File: src/rtl/iws_pkg.sv
// Shared constants, types and helpers of the instance window store.
`default_nettype none

package iws_pkg;

  // Ring size; must be a power of two, at least 2.
  localparam int unsigned RING_SLOTS  = 1024;
  localparam int unsigned SLOT_W      = $clog2(RING_SLOTS);
  localparam int unsigned N_W         = 32;
  localparam int unsigned KIND_W      = 3;
  localparam int unsigned STATUS_W    = 3;
  localparam int unsigned IDX_W       = 10;
  localparam int unsigned QUEUE_DEPTH = 2;

  localparam logic [N_W:0]   SPAN    = (N_W + 1)'(RING_SLOTS);
  localparam logic [N_W-1:0] SPAN_M1 = N_W'(RING_SLOTS - 1);

  localparam logic [KIND_W-1:0] KIND_LOOKUP = 3'd0;
  localparam logic [KIND_W-1:0] KIND_BIRTH  = 3'd1;
  localparam logic [KIND_W-1:0] KIND_WALL   = 3'd2;
  localparam logic [KIND_W-1:0] KIND_SNAP   = 3'd3;
  localparam logic [KIND_W-1:0] KIND_COMMIT = 3'd4;

  localparam logic [STATUS_W-1:0] STATUS_OK          = 3'd0;
  localparam logic [STATUS_W-1:0] STATUS_DEAD        = 3'd1;
  localparam logic [STATUS_W-1:0] STATUS_FORGOTTEN   = 3'd2;
  localparam logic [STATUS_W-1:0] STATUS_BEHIND_WALL = 3'd3;
  localparam logic [STATUS_W-1:0] STATUS_UNREACHABLE = 3'd4;

  typedef enum logic [2:0] {
    OP_LOOKUP,
    OP_BIRTH,
    OP_WALL,
    OP_SNAP,
    OP_COMMIT,
    OP_NONE
  } op_t;

  typedef struct packed {
    op_t            op;
    logic [N_W-1:0] n;
  } iws_entry_t;

  typedef struct packed {
    logic full;
    logic clearing;
  } iws_qstat_t;

  typedef struct packed {
    logic           valid;
    logic           committed;
    logic [N_W-1:0] tag;
  } slot_word_t;

  typedef enum logic [2:0] {
    BK_CLEAR,
    BK_IDLE,
    BK_LK_CHK,
    BK_CM_CHK,
    BK_WK_RD,
    BK_WK_CHK
  } back_state_t;

  function automatic logic [SLOT_W-1:0] slot_of(input logic [N_W-1:0] n);
    return n[SLOT_W-1:0];
  endfunction

  // n + 1, held at the top value
  function automatic logic [N_W-1:0] inc_sat(input logic [N_W-1:0] n);
    return (n == '1) ? n : n + N_W'(1);
  endfunction

endpackage

`default_nettype wire

File: src/rtl/iws_queue.sv
// Short queue of classified items between the front and back parts.
`default_nettype none

module iws_queue (
  input  wire logic                clk,
  input  wire logic                rst,
  input  wire logic                push,
  input  wire iws_pkg::iws_entry_t push_entry,
  output logic                     full,
  input  wire logic                pop,
  output logic                     head_valid,
  output iws_pkg::iws_entry_t      head
);
  import iws_pkg::*;

  localparam int unsigned PTR_W = (QUEUE_DEPTH > 1) ? $clog2(QUEUE_DEPTH) : 1;
  localparam int unsigned CNT_W = $clog2(QUEUE_DEPTH + 1);

  iws_entry_t       entries [QUEUE_DEPTH];
  logic [PTR_W-1:0] wr_ptr;
  logic [PTR_W-1:0] rd_ptr;
  logic [CNT_W-1:0] count;
  logic             do_push;
  logic             do_pop;

  assign full       = (count == CNT_W'(QUEUE_DEPTH));
  assign head_valid = (count != '0);
  assign head       = entries[rd_ptr];
  assign do_push    = push && !full;
  assign do_pop     = pop && head_valid;

  function automatic logic [PTR_W-1:0] advance(input logic [PTR_W-1:0] p);
    return (p == PTR_W'(QUEUE_DEPTH - 1)) ? '0 : p + PTR_W'(1);
  endfunction

  always_ff @(posedge clk) begin
    if (do_push) begin
      entries[wr_ptr] <= push_entry;
    end
  end

  always_ff @(posedge clk) begin
    if (rst) begin
      wr_ptr <= '0;
      rd_ptr <= '0;
      count  <= '0;
    end else begin
      if (do_push) begin
        wr_ptr <= advance(wr_ptr);
      end
      if (do_pop) begin
        rd_ptr <= advance(rd_ptr);
      end
      case ({do_push, do_pop})
        2'b10:   count <= count + CNT_W'(1);
        2'b01:   count <= count - CNT_W'(1);
        default: count <= count;
      endcase
    end
  end

endmodule

`default_nettype wire

File: config.mk
export PLATFORM = sky130hd
export DESIGN_NAME = iws_queue
export DESIGN_NICKNAME = d
export VERILOG_FILES = /design/src/rtl/iws_pkg.sv /design/src/rtl/iws_queue.sv
export SDC_FILE = /design/constraint.sdc
export NUM_CORES = 1
export LEC_CHECK = 0
export ABC_CLOCK_PERIOD_IN_PS = 4900
export BUFFER_PORTS_ARGS = -buffer_cell sky130_fd_sc_hd__buf_2
export CAP_MARGIN = 5
export CORE_UTILIZATION = 55
export DETAILED_ROUTE_END_ITERATION = 8
export GPL_TIMING_DRIVEN = 0
export PLACE_DENSITY = 0.83
export SLEW_MARGIN = 20
export SYNTH_ARGS = -nofsm -noshare
export SYNTH_HDL_FRONTEND = slang
export SYNTH_SLANG_ARGS = --single-unit
File: constraint.sdc
create_clock -name clk -period 4.9 [get_ports clk]
set_clock_uncertainty 0.15 [all_clocks]
set_input_delay 0.49 -clock clk [delete_from_list [all_inputs] [get_ports clk]]
set_output_delay 0.49 -clock clk [all_outputs]
set_load 0.01 [all_outputs]
==> metrics.md, run 1 <==
| Metric | Value |
|---|---|
| Mapped Cells | 135 |
| Cell Chain, Critical Path | buf_2 > buf_2 > mux2_2 > buf_2 |
| # IOs | 76 |
| Most frequent cells in the layout | 79 x buf_2, 70 x edfxtp_1, 20 x mux2_2 |
| Leak | 1.31 nW |
| Max VDD drop | 0.337 mV |
| Largest net degree at the start of global routing | 36 |
| Non-filler cells, final | 293 |
| DR WL/cell | 14.6 um |
| Die Span Y | 72.6 um |
| Die width | 72.6 um |
| Placed cells | 278 |
| Ys async rst share | 0% |
| Diodes inserted | 0 |
| Critical Path RT | 4.26 ns |
| Vias in the first global route | 1529 |
| CTS Hold Bufs | 0 |
| Port bufs | 75 |
| Post-CTS Setup Inserts | 0 |
| Share of cells above drive strength 1 | 51.8% |
| Slew margin rel. | 48.6% |
| Synth cell types | 19 |
| Core Rows | 25 |
| Die ar. | 0.00527 mm2 |
| Critical path launch point type | register |
| Slowest-stage cell, CP | mux2_2 |
| Commonest non-fill, non-tap cell in the layout | buf_2 |
| Total GRT Usage | 17.6% |
| Starting DRT DRC Count | 38 |
| Setup crit end kind | primary output |
| Worst-Margin Slew | 0.769 ns |
| Layout area overhead | 24.2% |
| Overflow after GRT | 0 |
| Final Wtd Congestion | 0.644 |
| Root Driver | clkbuf_8 |
| Register bit total from synthesis | 75 |
| Routed Antenna Nets | 0 |
| Status | completed |
| Fin. Hold Viols | 0 |
| RSZ-0062 raised after global routing | false |
| Core Util, Final | 71.6% |
| Routed vias | 1469 |
| CTS clk-pin slew, worst paths | 0.07 ns |
| Global-route wire length before repair | 6530 um |
| CTS Buf Count | 9 |
| Final nets | 262 |
| Syn. warnings | 0 |
| CP max stage delay | 0.37 ns |
| Avg Inst Size Synth | 20.3 um2 |
| CTS Sinks | 75 |
| Register area share after synthesis | 80.3% |
| Post-layout minimum cycle time | 2.27 ns |
| Synth Flop Type | edfxtp_1 |
| Crit path kind | register to primary output |
| WL final | 4280 um |
| Fin crit share | 46.4% |
| WP data arrival | 1.63 ns |
| HPWL Detailed | 2890 um |
| H-tree levels | 3 |
| Final setup vio count | 0 |
| Setup TNS | 0 ns |
| Post-CTS Resized | 0 |
| Synthesized cell area | 0.00274 mm2 |
| Initial antenna violation count | 0 |
| Core area | 0.00475 mm2 |
| Post-synth EDFFs | 70 |
| Final max-slew violation count | 0 |
| CP Max Fanout | 10 |
| Drc violations | 0 |
| Clock latency on the worst-skew pair | 0.33 ns |
| Max-cap violations | 0 |
| Post-Place Cell Area | 0.00323 mm2 |
| Cell mode on critical path | buf_2 |
| CTS tree | built |
| Min-Delay Path Class | input pin to register |
| Fin area | 0.00341 mm2 |
| Power Density | 507 mW/mm2 |
| DRT Pass-1 Iters | 5 |
| Post-Syn Nets | 175 |
| Vias per cell | 5.01 |
| Achievable clock frequency | 0.440 GHz |
| CTS Buffer Depth | 2 |
| Initial Utilization | 57.7% |
[routing by layer]
metal  track usage (%)  up-vias  part of all wire, %
li1                  -      690                    -
met1              17.6      731                   38
met2              32.2       43                   56
met3              4.42        5                  5.0
met4              11.8        0                  1.7
met5                 0        -                    0
[sequential cells by signal (all words and copies together) (netlist names), named ones only]
| name | flops |
|---|---|
| entries | 70 |
| wr_ptr | 1 |
| rd_ptr | 1 |
| count | 2 |
[Yosys cell counts, types with 2 or more instances]
| cell | instances | share of area [%] |
|---|---|---|
| mux2_1 | 15 | 6.2 |
| xnor2_1 | 2 | 0.64 |
| buf_2 | 4 | 0.73 |
| a21oi_1 | 2 | 0.36 |
| edfxtp_1 | 70 | 77 |
| nor2_1 | 3 | 0.41 |
| mux2_2 | 20 | 8.2 |
| o21ai_0 | 2 | 0.36 |
| dfxtp_1 | 5 | 3.6 |
| inv_1 | 2 | 0.27 |
| or3_1 | 2 | 0.46 |
[cell type report]
class | instances | area (um2)
sequential | 75 | 2200
fill | 332 | 1350
multi-input combinational | 53 | 510
timing repair buffer | 76 | 403
clock buffer | 12 | 135
tap | 67 | 83.8
clock inverter | 3 | 40.0
buffer | 4 | 20.0
inverter | 3 | 11.3
[kinds of logic after synthesis]
family | after synthesis | synth area share [%]
muxes | 35 | 14.4
AOI/OAI and AO/OA | 5 | 1.00
DFF | 75 | 80.3
xor gates and xnor gates | 3 | 0.958
and+or+nand+nor | 9 | 1.78
adders and majority gates | 1 | 0.456
buffers and inverters | 7 | 1.14
[worst paths after layout]
path                                startpoint              to  slack, ns  cells past startpoint
worst max register to register        count[0]  entries[0][32]       2.82                      4
worst min register to register          wr_ptr          wr_ptr       0.35                      2
worst min-delay path            push_entry[10]  entries[0][10]       0.20                      1
worst max-delay path                  register         head[2]       2.63                      4
[where the power goes]
| part | total (mW) | switching, mW | internal, mW |
|---|---|---|---|
| sequential | 0.839 | 0.0278 | 0.811 |
| clock | 0.425 | 0.194 | 0.231 |
| combinational | 0.464 | 0.244 | 0.219 |
[stage by stage]
stage          power, mW  worst slack (ns)  hold slack [ns]
6_report            1.73              2.63            0.197
5_1_grt             1.81              2.51            0.182
4_1_cts             1.75              2.58            0.180
3_5_place_dp        1.32              2.74            0.340
3_3_place_gp        1.30              2.31            0.319
2_1_floorplan       1.15              2.75            0.302
[worst max-delay path: cells and delay by family, from the launching register on]
| family | cells | cell delay (ns) |
|---|---|---|
| buf+inv | 3 | 0.64 |
| flops | 1 | 0.31 |
| mux | 1 | 0.37 |
Power figures use the tool's default switching activity.
==> run 2: changes to the inputs <==
ABC_AREA = 1   (was not set)
ABC_CLOCK_PERIOD_IN_PS = 2050   (was 4900)
CORE_UTILIZATION = 47   (was 55)
PLACE_DENSITY = 0.75   (was 0.83)
clock period = 2.05 ns   (was 4.9 ns; I/O delays follow)
==> metrics.md, run 2 <==
| Metric | Value |
|---|---|
| CTS Sinks | 75 |
| Max FFs per register | 70 |
| Place WS | -0.101 ns |
| PnR worst setup slack | 0.194 ns |
| WP data arrival | 1.68 ns |
| Final hold slack | 0.0820 ns |
| Clock latency on the worst-skew pair | 0.33 ns |
| Synth top area share | 71.8% |
| Cell Chain, Critical Path | nor2_1 > nor2_1 > inv_1 > nor2_4 |
| Max-cap violations | 0 |
| Achievable clock frequency | 0.539 GHz |
| Post-layout minimum cycle time | 1.86 ns |
| WL final | 4990 um |
| Largest Register | entries |
| H-tree levels | 3 |
| Placed cells | 300 |
| CP Max Fanout | 17 |
| Final nets | 313 |
| Die Span Y | 80.9 um |
| CTS clk-pin slew, worst paths | 0.08 ns |
| Final setup vio count | 0 |
| Status | completed |
| Post-synth EDFFs | 70 |
| Setup crit end kind | register |
| Most frequent cell after synthesis | edfxtp_1 |
| Port bufs | 75 |
| Register bit total from synthesis | 75 |
| Synth Flop Type | edfxtp_1 |
| Post-Place Cell Area | 0.00342 mm2 |
| DR WL/cell | 14.1 um |
| Die width | 80.9 um |
| Synth Area in Adders | 0.428% |
| Critical Path RT | 1.87 ns |
| Share of cells above drive strength 1 | 48.6% |
| Post-CTS Setup Inserts | 0 |
| Simple logic cell fraction of the synthesized area | 2.78% |
| Largest family of logic cells by synthesized area | multiplexers |
| Avg Inst Size Synth | 19.6 um2 |
| Fin crit share | 90.5% |
| Final Wtd Congestion | 0.707 |
| Core Rows | 28 |
| Fin area | 0.00401 mm2 |
| Syn. warnings | 0 |
| Starting DRT DRC Count | 87 |
| # IOs | 76 |
| Slew margin rel. | 60.0% |
| Synthesized cell area | 0.00293 mm2 |
| Commonest non-fill, non-tap cell in the layout | buf_2 |
| Leak | 1.62 nW |
| Mapped Cells | 149 |
| Drc violations | 0 |
| Synth area leaders | edfxtp_1 72%, mux2_4 15%, dfxtp_1 3.4% |
| CTS Buf Count | 9 |
| Most frequent cells in the layout | 75 x buf_2, 70 x edfxtp_1, 36 x dlygate4sd3_1 |
| Crit path kind | register to register |
| Fin. Hold Viols | 0 |
| Largest net degree at the start of global routing | 24 |
| Critical path launch point type | register |
| Setup TNS | 0 ns |
| Ys async rst share | 0% |
| Synth cell types | 15 |
| Die ar. | 0.00655 mm2 |
| Compound-Gate Fraction of Synth Area | 0.513% |
| Overflow after GRT | 0 |
| Delay-heaviest family, CP | simple AND/OR/NAND/NOR gates |
| Worst path bufs/invs | 1 |
| Power Density | 1020 mW/mm2 |
| Top flop regs | entries (70), count (2) |
| HPWL Detailed | 2960 um |
| Layout area overhead | 37.1% |
| Max VDD drop | 0.539 mV |
| Cell mode on critical path | nor2_1 |
| Synth Area in XOR/XNOR | 0% |
| Final max-slew violation count | 0 |
| Overall power | 4.10 mW |
| Non-filler cells, final | 353 |
| Worst-Margin Slew | 0.599 ns |
| Register area share after synthesis | 75.2% |
| Min-Delay Path Class | input pin to register |
| Routed Antenna Nets | 0 |
| Post-Syn Nets | 189 |
| Routed vias | 1612 |
| RSZ-0062 raised after global routing | false |
| Initial antenna violation count | 0 |
| Core area | 0.00596 mm2 |
| DRT Pass-1 Iters | 5 |
| Vias in the first global route | 1605 |
| Vias per cell | 4.57 |
| Synth area leader | edfxtp_1 |
| Diodes inserted | 0 |
| Mux contribution to synthesized area | 17.3% |
| Global-route wire length before repair | 7560 um |
| CTS tree | built |
| Initial Utilization | 49.1% |
| Root Driver | clkbuf_8 |
| Slowest-stage cell, CP | nor2_4 |
| Core Util, Final | 67.4% |
| Commonest cells in the netlist | 70 x edfxtp_1, 30 x mux2_4, 12 x nor2_1, 9 x inv_1, 8 x nand2_1 |
| CTS Buffer Depth | 2 |
| CP max stage delay | 0.52 ns |
| Total GRT Usage | 16.1% |
-- run 2: kinds of logic after synthesis --
logic type / count (synthesis)
compound gates: 3
fa+ha+maj: 1
simple gates: 21
mux: 35
buf+inv: 14
flops: 75
-- run 2: cell type report --
class | count | area (um2)
clock buffers | 9 | 124
well taps | 75 | 93.8
flip-flops and latches | 75 | 2200
multi-input cells | 61 | 634
clock inverters | 7 | 92.6
repair buffers | 112 | 756
inverters | 10 | 37.5
plain buffers | 4 | 71.3
fillers | 429 | 1940
-- run 2: report_power, final --
group | switching [mW] | leakage [nW] | internal, mW | total [mW]
clock | 0.518 | 0.101 | 0.680 | 1.20
combinational | 0.458 | 0.828 | 0.516 | 0.974
sequential | 0.0535 | 0.696 | 1.87 | 1.92
-- run 2: repair_timing --
| item | in CTS | in global routing |
|---|---|---|
| hold buffers | 36 | 0 |
| endpoints found under the hold margin | 71 | 0 |
| setup endpoints to repair | 35 | 0 |
| resized for setup | 1 | 0 |
-- run 2: worst min-delay path: cells and delay by family --
family,cells,cell delay [ns]
simple gates,3,0.19
buf+inv,2,0.14
-- run 2: worst paths after layout --
path                                from        endpoint  slack, ns  depth (start not counted)
worst max-delay path            count[0]  entries[0][18]       0.19                          4
worst min-delay path                push          wr_ptr       0.08                          5
worst max register to register  count[0]  entries[0][18]       0.19                          4
worst min register to register    rd_ptr        register       0.36                          2
-- run 2: metal layers --
layer  up-vias  global-route usage (%)  wire, um
met3         6                    3.93       185
met5         -                       0         0
li1        802                       -         -
met1       756                    18.7      2210
met4         0                    6.96        40
met2        48                    28.2      2550
